==> src/cdq_pkg.sv <==
package cdq_pkg;

  localparam int DATA_W    = 32;
  localparam int OP_W      = 4;
  localparam int POS_W     = 7;
  localparam int POS2_W    = 6;
  localparam int CNT_OUT_W = 7;
  localparam int DEPTH_DEF = 64;
  localparam int CMD_IDX_W = 10;
  localparam int PADDR_W   = 2;
  localparam int PDATA_W   = 32;
  localparam int TREE_RADIX = 8;

  typedef enum logic [OP_W-1:0] {
    OP_PUSH_FRONT = 4'd0,
    OP_PUSH_BACK  = 4'd1,
    OP_POP_FRONT  = 4'd2,
    OP_POP_BACK   = 4'd3,
    OP_PEEK_FRONT = 4'd4,
    OP_PEEK_BACK  = 4'd5,
    OP_READ       = 4'd6,
    OP_WRITE      = 4'd7,
    OP_INSERT     = 4'd8,
    OP_REMOVE     = 4'd9,
    OP_SWAP       = 4'd10,
    OP_TRUNCATE   = 4'd11
  } cdq_op_e;

  typedef enum logic [1:0] {
    ST_OK    = 2'd0,
    ST_EMPTY = 2'd1,
    ST_FULL  = 2'd2,
    ST_RANGE = 2'd3
  } cdq_status_e;

  typedef enum logic [2:0] {
    CMD_NONE,
    CMD_WRITE,
    CMD_SWAP,
    CMD_INSERT,
    CMD_DELETE
  } cdq_cmd_e;

  typedef enum logic [2:0] {
    S_IDLE,
    S_READ_A,
    S_READ_B,
    S_COMMIT,
    S_OUT
  } cdq_state_e;

  typedef struct packed {
    logic [OP_W-1:0]   op;
    logic [POS_W-1:0]  position;
    logic [POS2_W-1:0] other_position;
    logic [DATA_W-1:0] data_in;
  } cdq_in_t;

  typedef struct packed {
    logic [DATA_W-1:0]    data_out;
    cdq_status_e          status;
    logic [CNT_OUT_W-1:0] count;
  } cdq_out_t;

  // update broadcast to every cell in the commit cycle
  typedef struct packed {
    cdq_cmd_e             kind;
    logic [CMD_IDX_W-1:0] idx_a;
    logic [CMD_IDX_W-1:0] idx_b;
    logic [DATA_W-1:0]    data_a;
    logic [DATA_W-1:0]    data_b;
  } cdq_cmd_t;

  // number of radix-8 OR levels needed to reduce n leaves to one
  function automatic int cdq_tree_levels(int n);
    int lv;
    int span;
    lv = 1;
    span = TREE_RADIX;
    for (int i = 0; i < 12; i++) begin
      if (span < n) begin
        lv = lv + 1;
        span = span * TREE_RADIX;
      end
    end
    return lv;
  endfunction

endpackage

==> src/cdq_cell.sv <==
module cdq_cell
  import cdq_pkg::*;
#(
  parameter int INDEX = 0,
  parameter int IDX_W = 6
) (
  input  logic              clk_i,
  input  cdq_cmd_t          cmd_i,
  input  logic [DATA_W-1:0] prev_i,
  input  logic [DATA_W-1:0] next_i,
  input  logic [IDX_W-1:0]  rd_idx_i,
  output logic [DATA_W-1:0] data_o,
  output logic [DATA_W-1:0] tap_o
);

  localparam logic [CMD_IDX_W-1:0] MY_CMD_IDX = CMD_IDX_W'(INDEX);
  localparam logic [IDX_W-1:0]     MY_RD_IDX  = IDX_W'(INDEX);

  logic [DATA_W-1:0] data_q;
  logic [DATA_W-1:0] data_d;

  always_comb begin
    data_d = data_q;
    case (cmd_i.kind)
      CMD_WRITE: begin
        if (cmd_i.idx_a == MY_CMD_IDX) data_d = cmd_i.data_a;
      end
      CMD_SWAP: begin
        if (cmd_i.idx_a == MY_CMD_IDX) data_d = cmd_i.data_a;
        else if (cmd_i.idx_b == MY_CMD_IDX) data_d = cmd_i.data_b;
      end
      CMD_INSERT: begin
        // entries at and above the gap move up one cell
        if (MY_CMD_IDX > cmd_i.idx_a) data_d = prev_i;
        else if (MY_CMD_IDX == cmd_i.idx_a) data_d = cmd_i.data_a;
      end
      CMD_DELETE: begin
        if (MY_CMD_IDX >= cmd_i.idx_a) data_d = next_i;
      end
      default: data_d = data_q;
    endcase
  end

  always_ff @(posedge clk_i) begin
    data_q <= data_d;
  end

  assign data_o = data_q;
  assign tap_o  = (rd_idx_i == MY_RD_IDX) ? data_q : '0;

endmodule

==> config.mk <==
export PLATFORM = sky130hd
export DESIGN_NAME = cdq_cell
export DESIGN_NICKNAME = d
export VERILOG_FILES = /design/src/cdq_pkg.sv /design/src/cdq_cell.sv
export SDC_FILE = /design/constraint.sdc
export NUM_CORES = 1
export LEC_CHECK = 0
export BUFFER_PORTS_ARGS = -buffer_cell sky130_fd_sc_hd__buf_2
export CAP_MARGIN = 20
export CELL_PAD_IN_SITES_DETAIL_PLACEMENT = 1
export CELL_PAD_IN_SITES_GLOBAL_PLACEMENT = 1
export CORE_MARGIN = 4
export CORE_UTILIZATION = 26
export DETAILED_ROUTE_END_ITERATION = 12
export PLACE_DENSITY_LB_ADDON = 0.1
export SKIP_LAST_GASP = 1
export SYNTH_ARGS = -nofsm -noshare
export SYNTH_HDL_FRONTEND = slang
export SYNTH_SLANG_ARGS = --single-unit
==> constraint.sdc <==
create_clock -name clk_i -period 9.2 [get_ports clk_i]
set_input_delay 1.38 -clock clk_i [delete_from_list [all_inputs] [get_ports clk_i]]
set_output_delay 1.38 -clock clk_i [all_outputs]
set_load 0.005 [all_outputs]
[Word level (Yosys, flattened, before mapping)]
Cells that the tools add are included.
Storage, ports and cells
  register bits after elaboration: 32
  input port bits: 158
  output and inout port bits: 64
  word-level logic and storage cells: 21
Operators by class
  order comparisons: 2
  equality and inequality tests: 6
  multiplexer cells: 7
  reductions and logical operators: 5
Operators by type and width (count)
  $mux W32: 6
  $pmux W32 S4: 1
  $logic_not A10 Y1: 2
  $ge A1 B10 Y1 const A: 1
  $gt A1 B10 Y1 const A: 1
  $eq A3 B2 Y1 const B: 2
  $logic_not A6 Y1: 1
  $reduce_bool A4 Y1: 1
  $eq A3 B1 Y1 const B: 1
  $eq A3 B3 Y1 const B: 1
  $ne A3 B3 Y1 const B: 1
  $reduce_and A3 Y1: 1
  $ne A2 B2 Y1 const B: 1

[Longest topological paths before layout]
  word-level depth: 4
  depth in mapped cells: 6
  gate-level depth less buffers: 4

[Least setup slack after synthesis]
OpenSTA, ideal clock, no wires.
  kind: input-to-reg
  start point: input cmd_i[78] in the netlist's numbering
  end point: register data_q[0], in the netlist data_o[0], enable pin
  library setup time: 0.433 ns
  arrival: 3.713 ns
  data required time: 8.767 ns
  setup slack: 5.054 ns
  stages: 4
  buffers on the path: 1
  path through: nor4_2 > nand4_1 > buf_2 > o22ai_1
On the way
  cells in the longest elaborated chain, start to end: 3
  elaborated cells on any way between the ends: 5
  classes of those cells: 1 x order compare; 2 x eq/ne; 2 x reduce/logical
RTL lines
  start, declared: line cdq_cell.sv:8  | input cdq_cmd_t cmd_i,
  $ge A1 B10 Y1 / $logic_not A10 Y1 (equally long branches)
  $ne A2 B2 Y1 (no line) / $ne A3 B3 Y1 (equally long branches)
  $reduce_and A3 Y1 (no line) *
  end signal, assigned: line cdq_cell.sv:45  | data_q <= data_d;
  end, declared: line cdq_cell.sv:19  | logic [DATA_W-1:0] data_q;
Mark *: on every way between the ends. The rest lies on a longest branch, timed or not.
A chain may end at the register's enable or synchronous reset.

[Worst setup path in the final report]
  start point: input rd_idx_i[3]
  end point: output tap_o[5]
On the way
  cells in the longest elaborated chain, start to end: 2
RTL lines
  start, declared: line cdq_cell.sv:11  | input logic [IDX_W-1:0] rd_idx_i,
  $logic_not A6 Y1: line cdq_cell.sv:49  | assign tap_o = (rd_idx_i == MY_RD_IDX) ? data_q : '0;
  $mux W32: line cdq_cell.sv:49
  end, declared: line cdq_cell.sv:13  | output logic [DATA_W-1:0] tap_o
Every way passes these cells.

==> run_results.csv <==
group,metric,value,unit
finish,layout.cells.non_filler,521,
routing,vias,2538,
setup_path,max_stage_delay,0.56,ns
logic_synthesis,yosys-top-cells-area,"edfxtp_1 42%, mux2i_1 11%, a221o_1 8.8%",
setup_path,worst-path-max-fanout,22,
clock_network,root_buffer,"clkbuf_8",
placement,dp_hpwl,6.58,mm
placement,dpl_worst_slack,4.57,ns
setup_path,reg2reg_slack,8.18,ns
global_route,met1_usage,20.7,%
setup_path,worstPathBufferInverterCount,3,
routing,antenna_left,0,
sta,rsz0062_at_grt,"no",
logic_synthesis,yosysMostFrequentCell,"nand2_1",
pwr,power_frac_clock,34.6,%
pwr,fin_total_pwr,0.387,mW
pwr,p_seq_share,45.9,%
routing,avgViaCountPerCell,4.87,
setup_path,arrival,2.87,ns
setup_path,crit_family,"simple AND/OR/NAND/NOR gates",
clock_network,post_cts_resized,0,
floorplan,core_area,0.00834,mm^2
pwr,combPwrFrac,19.6,%
logic_synthesis,synth.avg_cell_area,9.70,um^2
logic_synthesis,synth_area_leader_cell,"edfxtp_1",
clock_network,clk-insertion-delay-late,0.28,ns
floorplan,fp-row-count,33,
setup_path,cpMostUsedCell,"buf_2",
sta,min_period,4.25,ns
status,status,"finished, final reports clean",
placement,io_buffers,189,
pwr,p_int,0.292,mW
finish,utilization,40.8,%
setup_path,cp-end-kind,"primary output",
setup_path,cp-start-kind,"input pin",
routing,drcViolationCount,0,
finish,layout.nets,573,
sta,setup_viol,0,
sta,fin_setup_tns,0,ns
global_route,antenna_found_initial,0,
floorplan,start_util,27.2,%
global_route,gr-total-overflow,0,
sta,finalCritPeriodShare,46.2,%
pwr,swShare,24.7,%
sta,tightest_slew,0.967,ns
pwr,switchingPower,0.0954,mW
logic_synthesis,ys_warn_count,0,
pwr,power.density,114,mW/mm^2
clock_network,cts_made_buffers,5,
logic_synthesis,synth_fa_ha_area_share,0,%
logic_synthesis,syn_nets,392,
finish,area_growth,50.1,%
routing,wl_per_cell,17.0,um
sta,skew,0,ns
sta,max_clock_freq,0.235,GHz
logic_synthesis,synth_top_area_share,42.3,%
logic_synthesis,netlist_top_cells_count,"52 x nand2_1, 32 x and2_1, 32 x edfxtp_1",
routing,dr.first_iter.drc_count,56,
logic_synthesis,syn_inst,234,
routing,firstDrtPassIters,6,
finish,n_antenna_cell,0,
global_route,grt_pass1_vias,2688,
logic_synthesis,syn_area,0.00227,mm^2
clock_network,clk_path_buf_depth,2,
global_route,grt_pass1_wl,13.7,mm
global_route,use_met2,30.0,%
sta,slew_violations,0,
setup_path,cp_slowest_cell,"or4_1",
setup_path,crit_chain,"buf_2 -> or4_1 -> nor3_4 -> buf_6 -> and2_1 -> buf_2",
global_route,track_usage,16.9,%
floorplan,num_io_pins,222,
floorplan,die_w,101,um
clock_network,holdBufCountCts,0,
clock_network,htreeDepth,2,
logic_synthesis,synth_edf_count,32,
clock_network,numClockSinks,32,
logic_synthesis,ys_seq_area_share,42.3,%
logic_synthesis,synth_compound_area_share,18.6,%
logic_synthesis,yosys_most_used_dff,"edfxtp_1",
logic_synthesis,ys_ff_latch,32,
setup_path,critPathKind,"in2out",
global_route,grt.busiest_layer,"met2",
sta,setup_ws,4.95,ns
finish,largest_reg_flops,32,
sta,slew_headroom,35.5,%
placement,place_inst,512,
global_route,grt_max_degree,33,
clock_network,cts_tree,"done",
logic_synthesis,muxShareOfSynthArea,10.6,%
floorplan,die_h,101,um
logic_synthesis,synthSimpleGateAreaFrac,22.9,%
logic_synthesis,synth_top_family_by_area,"simple AND/OR/NAND/NOR gates",
clock_network,postCtsSetupBuffers,0,
global_route,grt.met3_usage,4.27,%
min_path,hold_class,"reg2reg",
pwr,p_leak,1.68,nW
floorplan,dieArea,0.0103,mm^2
logic_synthesis,async_reset_ff_share,0,%
routing,wl,8.85,mm
logic_synthesis,yosys.cell_types.count,32,
sta,hold_viol_final,0,
clock_network,clkSlewWorstSetupHoldPaths,0.07,ns
pwr,vdd_ir_drop_max,0.0000605,V
finish,final_layout_size_suffix_gt1_share,49.5,%
setup_path,worst-endpoint-required,7.82,ns
job,cap_violations,0,
logic_synthesis,synth_xor_xnor_area_share,0.386,%
placement,gp_congestion,0.692,
placed cells by master, fill, tap and decap left out, drive strengths merged, types with 2 or more instances in the layout:
cell type	n
a221o	20
and2	32
buf	193
clkbuf	5
clkinv	2
edfxtp	32
inv	2
mux2i	24
nand2	52
nor2	6
nor3	2
nor4	2
o21ai	20
o221ai	12
kinds of logic after synthesis:
group | count (synthesis)
XOR/XNOR | 1
flip-flops | 32
AO/OA/AOI/OAI | 55
multiplexers | 24
AND/OR/NAND/NOR | 101
buffers and inverters | 21
worst paths after layout:
kind | to | start | cells past startpoint
max | tap_o[5] | rd_idx_i[3] | 6
min | data_o[25] | data_o[25] | 1
max reg2reg | data_o[16] | data_o[16] | 2
min reg2reg | data_o[25] | data_o[25] | 1
worst reg2reg max path, cell delays in order, from the launching register on:
cell	delay, ns
edfxtp_1	0.44
mux2i_1	0.16
o221ai_1	0.15
per-layer routing:
metal / vias up / part of all wire, %
li1: 1240 / -
met1: 1189 / 41
met2: 107 / 51
met3: 2 / 8.0
met4: 0 / 0.51
met5: - / 0
layout make-up:
class,instances,area (um^2)
clock buffers,5,68.8
inverters,2,7.51
flip-flops and latches,32,961
clock inverters,3,37.5
repair buffers,193,980
fillers,1061,4930
multi-input cells,181,1220
well taps,105,131
power by group through the flow:
stage | sequential (mW) | clock, mW | combinational, mW
2_1_floorplan | 0.181 | 0 | 0.0323
3_3_place_gp | 0.180 | 0 | 0.0753
3_5_place_dp | 0.181 | 0 | 0.0769
4_1_cts | 0.178 | 0.138 | 0.0772
5_1_grt | 0.179 | 0.145 | 0.0850
6_report | 0.177 | 0.134 | 0.0757
metrics by stage:
stage / hold WS (ns) / cell area, um^2
floorplan: 0.594 / 2270
global placement: 0.587 / 3290
detailed placement: 0.596 / 3290
CTS: 0.615 / 3390
global route: 0.631 / 3410
finish: 0.607 / 3410
Power figures use the tool's default switching activity.
